### src/rtl/lcc_pkg.sv
// Shared types, constants and the code table of the line printer code converter.
// No dependencies; used by every module in rtl/.
package lcc_pkg;

   localparam int LINE_LIMIT_BYTES = 256;
   localparam int LANES            = 6;
   localparam int BYTE_W           = 8;
   localparam int CP_W             = 16;
   localparam int LBC_W            = $clog2(LINE_LIMIT_BYTES + 1);
   localparam int CSR_ADDR_W       = 3;
   localparam int CSR_DATA_W       = 32;

   localparam logic [BYTE_W-1:0] BLANK_CODE  = 8'h40;
   localparam logic [BYTE_W-1:0] LOAD_CODE_A = 8'h63;
   localparam logic [BYTE_W-1:0] LOAD_CODE_B = 8'hFB;
   localparam logic [BYTE_W-1:0] RUN_MAX     = 8'hFF;
   localparam logic [CP_W-1:0]   SUBST_CP    = 16'h00B7;
   localparam logic [1:0]        OP_PRINT    = 2'b01;
   localparam int                OP_FF_BIT   = 7;

   localparam logic STATUS_OK        = 1'b0;
   localparam logic STATUS_NOT_READY = 1'b1;

   // word index of a register: paddr[2]
   localparam logic REG_PRINTER_READY = 1'b0;

   typedef enum logic [2:0] {
      KIND_CHAR       = 3'd0,
      KIND_SPACE_RUN  = 3'd1,
      KIND_LINE_FEED  = 3'd2,
      KIND_CR         = 3'd3,
      KIND_FORM_FEED  = 3'd4,
      KIND_DONE       = 3'd5
   } kind_type;

   typedef struct packed {
      logic            blank;
      logic [CP_W-1:0] cp;
   } lane_type;

   typedef struct packed {
      logic                    cmd;
      logic [BYTE_W-1:0]       op;
      lane_type [LANES-1:0]    lanes;
   } stage_type;

   typedef struct packed {
      kind_type          kind;
      logic [CP_W-1:0]   cp;
      logic [BYTE_W-1:0] run;
      logic              status;
   } result_type;

   typedef struct packed {
      logic [BYTE_W-1:0] pending;
      logic [LBC_W-1:0]  count;
   } line_state_type;

   function automatic logic [CP_W-1:0] code_map(input logic [BYTE_W-1:0] b);
      logic [CP_W-1:0] cp;
      case (b)
         8'h40: cp = 16'h0020;
         8'h4A: cp = 16'h005B;
         8'h4B: cp = 16'h002E;
         8'h4C: cp = 16'h003C;
         8'h4D: cp = 16'h0028;
         8'h4E: cp = 16'h002B;
         8'h4F: cp = 16'h007C;
         8'h50: cp = 16'h0026;
         8'h5A: cp = 16'h005D;
         8'h5B: cp = 16'h00A4;
         8'h5C: cp = 16'h002A;
         8'h5D: cp = 16'h0029;
         8'h5E: cp = 16'h003B;
         8'h5F: cp = 16'h00AC;
         8'h60: cp = 16'h002D;
         8'h61: cp = 16'h002F;
         8'h6A: cp = 16'h00A6;
         8'h6B: cp = 16'h002C;
         8'h6C: cp = 16'h0025;
         8'h6D: cp = 16'h005F;
         8'h6E: cp = 16'h003E;
         8'h6F: cp = 16'h003F;
         8'h7A: cp = 16'h003A;
         8'h7B: cp = 16'h0023;
         8'h7C: cp = 16'h0040;
         8'h7D: cp = 16'h0027;
         8'h7E: cp = 16'h003D;
         8'h7F: cp = 16'h0022;
         8'hB8: cp = 16'h042E;
         8'hBA: cp = 16'h0411;
         8'hBB: cp = 16'h0426;
         8'hBC: cp = 16'h0414;
         8'hBE: cp = 16'h0424;
         8'hBF: cp = 16'h0413;
         8'hC1: cp = 16'h0410;
         8'hC2: cp = 16'h0412;
         8'hC3: cp = 16'h0421;
         8'hC4: cp = 16'h0044;
         8'hC5: cp = 16'h0415;
         8'hC6: cp = 16'h0046;
         8'hC7: cp = 16'h0047;
         8'hC8: cp = 16'h041D;
         8'hC9: cp = 16'h0049;
         8'hCB: cp = 16'h0418;
         8'hCC: cp = 16'h0419;
         8'hCE: cp = 16'h041B;
         8'hD1: cp = 16'h004A;
         8'hD2: cp = 16'h041A;
         8'hD3: cp = 16'h004C;
         8'hD4: cp = 16'h041C;
         8'hD5: cp = 16'h004E;
         8'hD6: cp = 16'h041E;
         8'hD7: cp = 16'h0420;
         8'hD8: cp = 16'h0051;
         8'hD9: cp = 16'h0052;
         8'hDC: cp = 16'h041F;
         8'hDD: cp = 16'h042F;
         8'hE2: cp = 16'h0053;
         8'hE3: cp = 16'h0422;
         8'hE4: cp = 16'h0055;
         8'hE5: cp = 16'h0056;
         8'hE6: cp = 16'h0057;
         8'hE7: cp = 16'h0425;
         8'hE8: cp = 16'h0059;
         8'hE9: cp = 16'h005A;
         8'hEB: cp = 16'h0423;
         8'hEC: cp = 16'h0416;
         8'hEE: cp = 16'h042C;
         8'hEF: cp = 16'h042B;
         8'hF0: cp = 16'h0030;
         8'hF1: cp = 16'h0031;
         8'hF2: cp = 16'h0032;
         8'hF3: cp = 16'h0033;
         8'hF4: cp = 16'h0034;
         8'hF5: cp = 16'h0035;
         8'hF6: cp = 16'h0036;
         8'hF7: cp = 16'h0037;
         8'hF8: cp = 16'h0038;
         8'hF9: cp = 16'h0039;
         8'hFA: cp = 16'h0417;
         8'hFB: cp = 16'h0428;
         8'hFC: cp = 16'h042D;
         8'hFD: cp = 16'h0429;
         8'hFE: cp = 16'h0427;
         8'hFF: cp = 16'h042A;
         default: cp = SUBST_CP;
      endcase
      return cp;
   endfunction

endpackage

### src/rtl/lcc_lane.sv
// One byte lane: classifies a code byte and maps it to its code point.
// Depends on lcc_pkg (code table, lane_type).
module lcc_lane
   import lcc_pkg::*;
(
   input  logic [BYTE_W-1:0] code_byte,
   output lane_type          lane
);

   assign lane.blank = (code_byte == BLANK_CODE);
   assign lane.cp    = code_map(code_byte);

endmodule

### config.mk
export PLATFORM = sky130hd
export DESIGN_NAME = lcc_lane
export DESIGN_NICKNAME = d
export VERILOG_FILES = /design/src/rtl/lcc_pkg.sv /design/src/rtl/lcc_lane.sv
export SDC_FILE = /design/constraint.sdc
export NUM_CORES = 1
export LEC_CHECK = 0
export ABC_AREA = 0
export BUFFER_PORTS_ARGS = -buffer_cell sky130_fd_sc_hd__buf_2
export CORE_MARGIN = 10
export CORE_UTILIZATION = 52
export DETAILED_ROUTE_END_ITERATION = 6
export GPL_ROUTABILITY_DRIVEN = 0
export PLACE_DENSITY = 0.74
export SLEW_MARGIN = 40
export SYNTH_ARGS = -nofsm -noshare
export SYNTH_HDL_FRONTEND = slang
export SYNTH_SLANG_ARGS = --single-unit
### constraint.sdc
create_clock -name vclk -period 4.35
set_input_delay 0.2175 -clock vclk [all_inputs]
set_output_delay 0.2175 -clock vclk [all_outputs]
set_load 0.05 [all_outputs]
# Word level (Yosys, flattened, before mapping)
# Memory sizes are Yosys's and may differ from the RTL's.
# Index checks and enable logic that the tools add are counted.
[op_classes]
reduce_logical = 0
n_div = 0
n_shift = 0
n_mul = 0
add_sub_neg = 0
n_eq_ne = 1
muxes = 0
bitwise_logic = 0
magnitude_cmp = 0
[op_table]
columns = ["operator", "n"]
rows = [
  ["equality test 8 x 7 -> 1 bit (second input constant)", 1],
]
[totals]
in_bits = 8
ff_bits = 0
word_cells = 2
rom_bits = 2304
memories = 1
output_inout_bits = 17
ram_bits = 0
latchBits = 0
[memory_table]
columns = ["memory", "depth", "width", "rd", "rd_ports_with_merged_regs", "write_ports", "line", "source"]
rows = [
  ["(name not given)", 256, 9, 1, 0, 0, "lcc_pkg.sv:61", "case (b)"],
]

# Longest topological paths before layout
[logic_depth]
word_depth = 1
mapped_depth = 9
depth_no_buf = 7

# Worst setup path before layout
# OpenSTA, ideal clock, no wires.
[synth_path]
path_kind = "input to output"
from = "input code_byte[0]"
to = "output lane[3] (netlist bit)"
t_required_ns = 4.133
path_slack_ns = 1.426
cell_stages = 8
arrival_ns = 2.707
n_path_buf = 2
cell_sequence = "buf_2 inv_1 ha_1 buf_2 and2b_1 o31ai_1 a31oi_1 o32ai_1"
[synth_lines]
columns = ["element", "line", "source"]
rows = [
  ["start: declaration", "lcc_lane.sv:6", "input logic [BYTE_W-1:0] code_byte,"],
  ["end: declaration", "lcc_lane.sv:7", "output lane_type lane"],
]

==> impl_metrics.csv <==
group,metric,value,unit
cells_and_area,n_sequential_cell,0,
routing,wl,5520,µm
sta,fmax,375,MHz
logic_synthesis,yosys.area.top_type,"ha_1",
cells_and_area,nets,273,
routing,dr.pass1.iters,5,
critical_path,cp_slowest_stage_delay,530,ps
routing,route.detailed.drc,0,
logic_synthesis,synth_area_leaders,"ha_1 (11%), nand2_1 (7.2%), a21oi_1 (6.2%)",
global_routing,gr-total-overflow,0,
routing,drtIter0Drc,484,
logic_synthesis,mappedNetlistArea,1620,µm²
power_and_ir_drop,p_per_area,130,nW/µm²
critical_path,start_kind,"input pin",
sta,final_hold_viol_count,0,
global_routing,grt_max_degree,48,
sta,rsz0062_at_grt,"false",
power_and_ir_drop,leakagePower,0.626,nW
routing,wire_per_inst,18.8,µm
critical_path,critPathKind,"in2out",
placement,io_buffers,18,
sta,post-route-min-period,2660,ps
floorplan,die_area,5750,µm²
placement,placed_area,1600,µm²
critical_path,end_kind,"output port",
sta,final-max-slew-violation-count,0,
cells_and_area,seq_area,0,µm²
critical_path,worstPathRequired,4130,ps
logic_synthesis,synth_top_family_by_area,"compound AO/OA/AOI/OAI gates",
critical_path,crit_arrival,2450,ps
logic_synthesis,synthCells,259,
logic_synthesis,syn_avg_cell_area,6.26,µm²
cells_and_area,clkbuf_count,0,
floorplan,coreArea,3030,µm²
global_routing,antenna_found_initial,0,
routing,vias_per_cell,7.05,
sta,tns,0,ps
cells_and_area,utilization,0.529,
logic_synthesis,synth_simple_gate_area_frac,0.263,
sta,tightest_slew,813,ps
logic_synthesis,synth-xor-area-share,0.0162,
critical_path,crit_path_top_delay_cell,"ha_1",
logic_synthesis,yosysWarnings,0,
floorplan,row_count,20,
clocking,cts_setup_buffers,0,
global_routing,grt_pass1_vias,1741,
floorplan,start_util,0.535,
sta,post-route-period-util,0.612,
logic_synthesis,synth_compound_area_frac,0.429,
critical_path,crit_chain,"buf_2 -> inv_1 -> ha_1 -> inv_1 -> a21oi_1 -> o21ai_0 -> a21oi_1 -> o221a_2 -> buf_2",
logic_synthesis,muxShareOfSynthArea,0.0332,
cells_and_area,fin_area,1600,µm²
routing,vias,2066,
placement,dp_hpwl,3780,µm
outcome,status,"complete, no violations",
logic_synthesis,synth-seq-area-share,0,
critical_path,path_max_fanout,21,
placement,dpl_worst_slack,1750,ps
placement,dpl.cell_count,293,
job,maxCapViolations,0,
cells_and_area,diodes,0,
worst_hold_path,worstHoldStart,"code_byte[7]",
sta,setup_viol,0,
sta,whs,957,ps
cells_and_area,syn2layout_area_growth,-1.24,%
floorplan,fp.dieW,75.8,µm
logic_synthesis,synth_fa_ha_area_frac,0.108,
clocking,post_cts_resized,0,
logic_synthesis,synth_top_cell_area_share,0.108,
worst_hold_path,holdPathStages,4,
logic_synthesis,ys_types,52,
global_routing,grtUsageTotal,0.189,
cells_and_area,drive_gt1_frac,0.108,
sta,relSlewSlack,0.458,
power_and_ir_drop,ir_worst_vdd,0.0594,mV
power_and_ir_drop,finalPower,208,µW
cells_and_area,fillers,327,
routing,ant_nets,0,
global_routing,grt_first_pass_wirelength,8800,µm
worst_hold_path,min_to,"lane[6]",
floorplan,die_h,75.8,µm
clocking,ctsHoldBuffers,0,
sta,fin_ws,1690,ps
floorplan,pin_count,25,
worst_hold_path,hp-class,"in2out",
cells_and_area,layoutNonFillerInstCount,293,
## report_power, final
group          leakage (nW)  internal, mW  switching, mW
clock network             0             0              0
registers                 0             0              0
logic                 0.626        0.0589          0.149
total                 0.626        0.0589          0.149
## cells in the mapped netlist (all sizes together) (2+ instances only)
cell type and count:
nand3 6, o311ai 4, mux2i 2, buf 29
o22ai 3, o21ai 17, o211ai 9, clkbuf 7
a311oi 2, o221ai 3, o2111ai 3, a21oi 20
a31oi 11, a22oi 4, nor3 4, o31ai 5
o21a 4, nor2b 5, nand2 32, xnor2 2
a221oi 4, ha 14, nand4 5, a211oi 2
nor2 18, nand2b 13, inv 10
## layer usage
layer | global-route usage | part of all wire | up-vias
met4 | 0.0680 | 0.026 | 0
met2 | 0.272 | 0.44 | 192
met3 | 0.0404 | 0.16 | 25
met1 | 0.267 | 0.38 | 908
met5 | 0 | 0 | -
li1 | - | - | 941
## kinds of logic after synthesis
kind of cell	Yosys count
AOI/OAI and AO/OA	102
xor gates and xnor gates	3
adders and majority gates	14
buffers and inverters	46
muxes	4
other	1
and+or+nand+nor	89
## worst max path at each step
stage | slack [ps] | startpoint | to
finish | 1690 | code_byte[1] | lane[5]
global route | 1550 | code_byte[1] | lane[5]
CTS | 1750 | code_byte[1] | lane[7]
detailed placement | 1750 | code_byte[0] | lane[2]
global placement | 1750 | code_byte[1] | lane[2]
floorplan | 1430 | code_byte[0] | lane[3]
## area by class of cell
class / count / area, µm² / area share
multi-input combinational: 219 / 1400 / 0.876
inverter: 10 / 37.5 / 0.0235
timing repair buffer: 20 / 105 / 0.0657
tap: 44 / 55.1 / 0.0344
## worst max-delay path: cells and delay by family
kind / cells / cell delay (ps)
AO/OA/AOI/OAI: 4 / 650
adder cells (fa/ha/maj): 1 / 530
buffers and inverters: 4 / 1030
## cells in the final DEF (no fill, tap or decap), types with 2 or more instances in the layout
master	n
a21oi_1	20
o22ai_1	3
mux2i_1	2
o2111ai_1	3
nor2b_1	5
a311oi_1	2
o21a_1	4
buf_2	18
inv_1	8
a221oi_1	4
a22oi_1	4
a31oi_1	11
o211ai_1	9
o21ai_0	17
nor3_1	4
inv_2	2
xnor2_1	2
o311ai_0	4
nand3_1	6
buf_4	2
o31ai_1	5
nand4_1	5
o221ai_1	3
nand2_1	31
nor2_1	18
conb_1	7
a211oi_1	2
ha_1	14
nand2b_1	13
No activity file was read; power rests on OpenSTA's default activity.
