`config.mk`:
```
export PLATFORM = sky130hd
export DESIGN_NAME = lcc_merge
export DESIGN_NICKNAME = d
export VERILOG_FILES = /design/src/rtl/lcc_pkg.sv /design/src/rtl/lcc_merge.sv
export SDC_FILE = /design/constraint.sdc
export NUM_CORES = 1
export LEC_CHECK = 0
export BUFFER_PORTS_ARGS = -buffer_cell sky130_fd_sc_hd__buf_2
export CORE_AREA = 2 2 123 125
export DETAILED_ROUTE_END_ITERATION = 6
export DIE_AREA = 0 0 125 127
export PLACE_DENSITY_LB_ADDON = 0.3
export SKIP_LAST_GASP = 1
export SYNTH_ARGS = -nofsm -noshare
export SYNTH_HDL_FRONTEND = slang
export SYNTH_SLANG_ARGS = --single-unit
```
`constraint.sdc`:
```
create_clock -name vclk -period 9.48
set_clock_uncertainty 0.15 [all_clocks]
set_input_delay 0.474 -clock vclk [all_inputs]
set_output_delay 0.474 -clock vclk [all_outputs]
set_load 0.02 [all_outputs]
```
`src/rtl/lcc_pkg.sv`:
```
// Shared types, constants and the code table of the line printer code converter.
// No dependencies; used by every module in rtl/.
package lcc_pkg;

   localparam int LINE_LIMIT_BYTES = 256;
   localparam int LANES            = 6;
   localparam int BYTE_W           = 8;
   localparam int CP_W             = 16;
   localparam int LBC_W            = $clog2(LINE_LIMIT_BYTES + 1);
   localparam int CSR_ADDR_W       = 3;
   localparam int CSR_DATA_W       = 32;

   localparam logic [BYTE_W-1:0] BLANK_CODE  = 8'h40;
   localparam logic [BYTE_W-1:0] LOAD_CODE_A = 8'h63;
   localparam logic [BYTE_W-1:0] LOAD_CODE_B = 8'hFB;
   localparam logic [BYTE_W-1:0] RUN_MAX     = 8'hFF;
   localparam logic [CP_W-1:0]   SUBST_CP    = 16'h00B7;
   localparam logic [1:0]        OP_PRINT    = 2'b01;
   localparam int                OP_FF_BIT   = 7;

   localparam logic STATUS_OK        = 1'b0;
   localparam logic STATUS_NOT_READY = 1'b1;

   // word index of a register: paddr[2]
   localparam logic REG_PRINTER_READY = 1'b0;

   typedef enum logic [2:0] {
      KIND_CHAR       = 3'd0,
      KIND_SPACE_RUN  = 3'd1,
      KIND_LINE_FEED  = 3'd2,
      KIND_CR         = 3'd3,
      KIND_FORM_FEED  = 3'd4,
      KIND_DONE       = 3'd5
   } kind_type;

   typedef struct packed {
      logic            blank;
      logic [CP_W-1:0] cp;
   } lane_type;

   typedef struct packed {
      logic                    cmd;
      logic [BYTE_W-1:0]       op;
      lane_type [LANES-1:0]    lanes;
   } stage_type;

   typedef struct packed {
      kind_type          kind;
      logic [CP_W-1:0]   cp;
      logic [BYTE_W-1:0] run;
      logic              status;
   } result_type;

   typedef struct packed {
      logic [BYTE_W-1:0] pending;
      logic [LBC_W-1:0]  count;
   } line_state_type;

   function automatic logic [CP_W-1:0] code_map(input logic [BYTE_W-1:0] b);
      logic [CP_W-1:0] cp;
      case (b)
         8'h40: cp = 16'h0020;
         8'h4A: cp = 16'h005B;
         8'h4B: cp = 16'h002E;
         8'h4C: cp = 16'h003C;
         8'h4D: cp = 16'h0028;
         8'h4E: cp = 16'h002B;
         8'h4F: cp = 16'h007C;
         8'h50: cp = 16'h0026;
         8'h5A: cp = 16'h005D;
         8'h5B: cp = 16'h00A4;
         8'h5C: cp = 16'h002A;
         8'h5D: cp = 16'h0029;
         8'h5E: cp = 16'h003B;
         8'h5F: cp = 16'h00AC;
         8'h60: cp = 16'h002D;
         8'h61: cp = 16'h002F;
         8'h6A: cp = 16'h00A6;
         8'h6B: cp = 16'h002C;
         8'h6C: cp = 16'h0025;
         8'h6D: cp = 16'h005F;
         8'h6E: cp = 16'h003E;
         8'h6F: cp = 16'h003F;
         8'h7A: cp = 16'h003A;
         8'h7B: cp = 16'h0023;
         8'h7C: cp = 16'h0040;
         8'h7D: cp = 16'h0027;
         8'h7E: cp = 16'h003D;
         8'h7F: cp = 16'h0022;
         8'hB8: cp = 16'h042E;
         8'hBA: cp = 16'h0411;
         8'hBB: cp = 16'h0426;
         8'hBC: cp = 16'h0414;
         8'hBE: cp = 16'h0424;
         8'hBF: cp = 16'h0413;
         8'hC1: cp = 16'h0410;
         8'hC2: cp = 16'h0412;
         8'hC3: cp = 16'h0421;
         8'hC4: cp = 16'h0044;
         8'hC5: cp = 16'h0415;
         8'hC6: cp = 16'h0046;
         8'hC7: cp = 16'h0047;
         8'hC8: cp = 16'h041D;
         8'hC9: cp = 16'h0049;
         8'hCB: cp = 16'h0418;
         8'hCC: cp = 16'h0419;
         8'hCE: cp = 16'h041B;
         8'hD1: cp = 16'h004A;
         8'hD2: cp = 16'h041A;
         8'hD3: cp = 16'h004C;
         8'hD4: cp = 16'h041C;
         8'hD5: cp = 16'h004E;
         8'hD6: cp = 16'h041E;
         8'hD7: cp = 16'h0420;
         8'hD8: cp = 16'h0051;
         8'hD9: cp = 16'h0052;
         8'hDC: cp = 16'h041F;
         8'hDD: cp = 16'h042F;
         8'hE2: cp = 16'h0053;
         8'hE3: cp = 16'h0422;
         8'hE4: cp = 16'h0055;
         8'hE5: cp = 16'h0056;
         8'hE6: cp = 16'h0057;
         8'hE7: cp = 16'h0425;
         8'hE8: cp = 16'h0059;
         8'hE9: cp = 16'h005A;
         8'hEB: cp = 16'h0423;
         8'hEC: cp = 16'h0416;
         8'hEE: cp = 16'h042C;
         8'hEF: cp = 16'h042B;
         8'hF0: cp = 16'h0030;
         8'hF1: cp = 16'h0031;
         8'hF2: cp = 16'h0032;
         8'hF3: cp = 16'h0033;
         8'hF4: cp = 16'h0034;
         8'hF5: cp = 16'h0035;
         8'hF6: cp = 16'h0036;
         8'hF7: cp = 16'h0037;
         8'hF8: cp = 16'h0038;
         8'hF9: cp = 16'h0039;
         8'hFA: cp = 16'h0417;
         8'hFB: cp = 16'h0428;
         8'hFC: cp = 16'h042D;
         8'hFD: cp = 16'h0429;
         8'hFE: cp = 16'h0427;
         8'hFF: cp = 16'h042A;
         default: cp = SUBST_CP;
      endcase
      return cp;
   endfunction

endpackage

```
`src/rtl/lcc_merge.sv`:
```
// Merge stage: folds the six lane results with the blank count into result slots,
// and works out the carriage action of an end item. Depends on lcc_pkg.
module lcc_merge
   import lcc_pkg::*;
(
   input  stage_type                item,
   input  line_state_type           line_state,
   input  logic                     printer_ready,
   output result_type [LANES-1:0]   slots,
   output logic [LANES-1:0]         slot_mask,
   output line_state_type           next_state
);

   always_comb begin
      logic [BYTE_W-1:0] acc;
      logic [LBC_W:0]    sum;
      logic [1:0]        feeds;

      slots      = '0;
      slot_mask  = '0;
      next_state = line_state;
      acc        = line_state.pending;
      sum        = {1'b0, line_state.count} + (LBC_W+1)'(LANES);
      feeds      = item.op[4:3];

      if (!item.cmd) begin
         if (printer_ready && item.op[1:0] == OP_PRINT &&
             sum <= (LBC_W+1)'(LINE_LIMIT_BYTES)) begin
            for (int i = 0; i < LANES; i++) begin
               if (item.lanes[i].blank) begin
                  if (acc != RUN_MAX) begin
                     acc = acc + 8'd1;
                  end
               end else begin
                  // blanks before a printable byte ride along with it
                  slots[i].kind   = (acc != '0) ? KIND_SPACE_RUN : KIND_CHAR;
                  slots[i].cp     = item.lanes[i].cp;
                  slots[i].run    = acc;
                  slots[i].status = STATUS_OK;
                  slot_mask[i]    = 1'b1;
                  acc             = '0;
               end
            end
            next_state.pending = acc;
            next_state.count   = sum[LBC_W-1:0];
         end
      end else begin
         next_state   = '0;
         slot_mask[0] = 1'b1;
         if (!printer_ready) begin
            slots[0].kind   = KIND_DONE;
            slots[0].status = STATUS_NOT_READY;
         end else if (!item.op[0] || item.op == LOAD_CODE_A || item.op == LOAD_CODE_B) begin
            slots[0].kind = KIND_DONE;
         end else if (item.op[OP_FF_BIT]) begin
            slots[0].kind = KIND_FORM_FEED;
         end else if (feeds != 2'd0) begin
            slots[0].kind = KIND_LINE_FEED;
            slots[0].run  = {6'd0, feeds};
         end else if (item.op[1:0] == OP_PRINT) begin
            slots[0].kind = KIND_CR;
         end else begin
            slots[0].kind = KIND_DONE;
         end
      end
   end

endmodule

```
Word-level counts from Yosys, hierarchy flattened
Cells that the tools add are included.

Flip-flop bits (word level): 0. Output and inout port bits: 191.

$add $sub $neg: 7. Magnitude comparators: 1. Equality and inequality tests: 9. Multiplexer cells: 60. Reduce and logical (&&, ||, !) cells: 12.

Operator list (count): 8-bit 2-to-1 mux (22); 166-bit 2-to-1 mux (1); 26-bit 2-to-1 mux (6); 140-bit 2-to-1 mux (1); 8-bit by 1-bit adder with 8-bit output (second input constant) (6); 8-bit != test (second input constant) (6); 8-bit nonzero test (6); 17-bit 2-to-1 mux (2); 3-bit 2-to-1 mux (6); 16-bit 2-to-1 mux (1); 1-bit 2-to-1 mux (14); 9-bit by 3-bit adder with 10-bit output (second input constant) (1); 10-bit by 9-bit less-or-equal comparator with 1-bit output (second input constant) (1); 9-bit 2-to-1 mux (1); 8-bit by 7-bit == test with 1-bit output (second input constant) (1); 8-bit == test (second input constant) (1); 2-bit 2-to-1 mux (4); 6-bit 2-to-1 mux (1); 5-bit 2-to-1 mux (1); 2-bit by 1-bit == test with 1-bit output (second input constant) (1); 1-bit logical AND (2); 1-bit logical OR (2); 2-bit nonzero test (1); 1-bit logical NOT (1).

Logic depth before layout (Yosys ltp)
Word-level depth: 30. Gate-level depth with buffers: 43.

Worst setup path before layout
Ideal clock, no wire load.

Path kind: input-to-output. Start point: input line_state[9] (netlist name). End point: output next_state[11] (netlist name). Arrival time: 8803 ps. Setup slack: 53 ps. Stages on the path: 43. Buffers on the path: 6. Path through: ha_1 buf_2 nand4_1 o21ai_0 nand3_1 inv_1 ha_1 o211a_1 o211ai_1 a31oi_1 a31oi_1 or3_1 clkbuf_1 inv_2 ha_1 inv_1 a2111oi_1 and3_1 [7 not listed] o211ai_1 or4_1 buf_2 nor2_1 a21oi_1 nor2b_1 ha_1 clkbuf_1 a21boi_1 nand2_1 mux2_2 inv_1 ha_1 o221ai_1 a211oi_1 nand4_1 and3_1 o31ai_1.

RTL lines: start, declared (RTL line lcc_merge.sv:7) `input line_state_type line_state,`; end, declared (RTL line lcc_merge.sv:11) `output line_state_type next_state`.

==> flow_metrics.tcl <==
set metrics [dict create \
    grt_pass1_vias 5070 \
    post-dp-hpwl_um 15500 \
    n_antenna_cell 0 \
    synth-simple-area-share_pct 49.0 \
    required_ns 8.86 \
    drtIter0Drc 337 \
    finalHoldViolations 0 \
    regArea_um2 0 \
    final_cells 1117 \
    outcome "completed" \
    avgSynthCellArea_um2 6.17 \
    wl_per_cell_um 17.1 \
    nets 1077 \
    dp_slack_ns -0.0338 \
    fin_crit_sh_pct 96.1 \
    die_h_um 127 \
    hold_buffers 0 \
    vias 6029 \
    synth_compound_area_share_pct 30.9 \
    cap_violations 0 \
    drtAntennaViolNets 0 \
    power.density_nw_per_um2 30.5 \
    max_stage_delay_ns 0.54 \
    die_w_um 125 \
    drive_gt1_share_pct 40.4 \
    start_util_pct 28.0 \
    cp_max_fo 12 \
    whs_endpoint "slots[0]" \
    arrival_ns 8.49 \
    slew_headroom_pct 26.1 \
    synth_cells 654 \
    synth_top_family_by_area "simple AND/OR/NAND/NOR gates" \
    min_path_cells 3 \
    crit_type "input port to primary output" \
    crit_path_start_kind "input port" \
    drc 0 \
    max_freq_mhz 110 \
    tns_ns 0 \
    min_period_ns 9.11 \
    fill_cells 1632 \
    crit_family "simple AND/OR/NAND/NOR gates" \
    synthMuxAreaShare_pct 2.88 \
    antenna_found_initial 0 \
    grt_pass1_wl_um 28300 \
    worstHoldStart "printer_ready" \
    crit_buf_inv 7 \
    place_inst 1110 \
    whs_ns 1.07 \
    synth_cell_types 82 \
    final_cell_mix "303 x buf_2, 79 x and3_1, 71 x nor2_1" \
    synth_area_um2 4030 \
    core.rowCount 44 \
    wl_um 19100 \
    p_leak_nw 3.32 \
    grt_overflow 0 \
    seq_cells 0 \
    areaGrowthSynthToFinish_pct 43.3 \
    critPathSlowestCell "or4_4" \
    grt_usage_pct 21.2 \
    worstMarginPinSlew_ns 1.09 \
    setup_viol_count_final 0 \
    synth_xor_area_share_pct 2.61 \
    vdd_drop_max_mv 0.0162 \
    io_pins 320 \
    endpoint_kind "primary output" \
    routabilityCongestion 0.912 \
    setup_ws_ns 0.366 \
    port-buffer-count 305 \
    synth_fa_ha_area_share_pct 4.03 \
    hold_path.class "input port to primary output" \
    grt_start_max_net_pins 74 \
    synth_warnings 0 \
    dr.pass1.iters 4 \
    vias_per_cell 5.40 \
    final_common_cell "buf_2" \
    ys_seq_area_share_pct 0 \
    fp.coreArea_um2 14400 \
    drv_slew 0 \
    clkbuf_count 0 \
    die_area_um2 15900 \
]
-- through the flow --
stage / cell area [um2] / total power (W) / utilization (%)
3_5_place_dp: 5660 / 0.000169 / 39.2
6_report: 5780 / 0.000176 / 40.1
4_1_cts: 5660 / 0.000170 / 39.3
2_1_floorplan: 4090 / 0.000109 / -
5_1_grt: 5780 / 0.000192 / 40.1
3_3_place_gp: 5660 / 0.000170 / 39.2
-- synth_stat cells (all sizes together) (3+ instances only) --
cell type,n,area share [%]
nor3,19,2.4
a21o,6,1.1
o22ai,4,0.62
o2111ai,5,1.1
a31oi,10,1.6
and2,41,6.4
nand4,12,1.9
nor2,73,6.8
nor4b,4,1.2
o211ai,17,3.4
inv,28,2.6
nor4,8,1.4
clkbuf,38,3.5
o21ai,30,3.7
or3,10,1.6
xor2,3,0.65
mux2i,9,2.3
nand2,39,3.6
nand3,28,3.7
a41oi,3,0.65
and4,6,1.3
ha,13,4.0
a211oi,13,2.7
nand2b,5,0.78
o21a,4,0.74
o211a,7,1.7
or2,5,0.78
a311oi,3,0.65
o311ai,3,0.84
buf,25,4.2
a31o,6,1.3
a21boi,7,1.3
nor2b,7,1.1
nor3b,3,0.56
xnor2,9,2.0
and3,79,12
or4,7,1.4
a22o,3,0.65
o31ai,6,1.5
a21oi,24,3.0
a211o,3,0.65
-- logic make-up (layout without fill, tap and decap cells) --
group           count (synthesis)  in the layout
simple gates                  355            355
compound gates                170            170
mux                            11             11
xor+xnor                       12             12
other cells                     1             15
fa+ha+maj                      13             13
buf+inv                        92            357
-- final cells by class --
type	instances	area (um2)	share of cell area, %
Multi-Input combinational cell	576	3740	64.7
Timing Repair Buffer	328	1700	29.5
Tap cell	184	230	3.98
Inverter	29	109	1.88
-- routing by layer --
| metal | track usage, % | up-vias | part of all wire (%) |
|---|---|---|---|
| li1 | - | 2972 | - |
| met1 | 29.1 | 2763 | 42 |
| met2 | 38.4 | 276 | 51 |
| met3 | 1.42 | 18 | 6.1 |
| met4 | 1.18 | 0 | 0.85 |
| met5 | 0 | - | 0 |
-- where the power goes --
part / internal (W) / total (W) / leakage (nW) / switching [W]
Clock: 0 / 0 / 0 / 0
Combinational: 0.0000641 / 0.000176 / 3.32 / 0.000112
Sequential: 0 / 0 / 0 / 0
-- worst max path at each step --
stage,startpoint,to,slack (ns),depth (start not counted)
global route,line_state[9],next_state[12],-0.05,39
global placement,line_state[9],next_state[11],0.24,38
finish,line_state[9],next_state[12],0.37,39
detailed placement,line_state[9],next_state[11],-0.03,38
floorplan,line_state[9],next_state[11],0.05,43
CTS,line_state[9],next_state[11],0.02,38
-- what timing repair did --
item	in CTS	in global routing
resized for setup	1	20
setup buffers	0	7
pin swaps	0	3
endpoints found under the setup margin	2	8
Power figures use the tool's default switching activity.
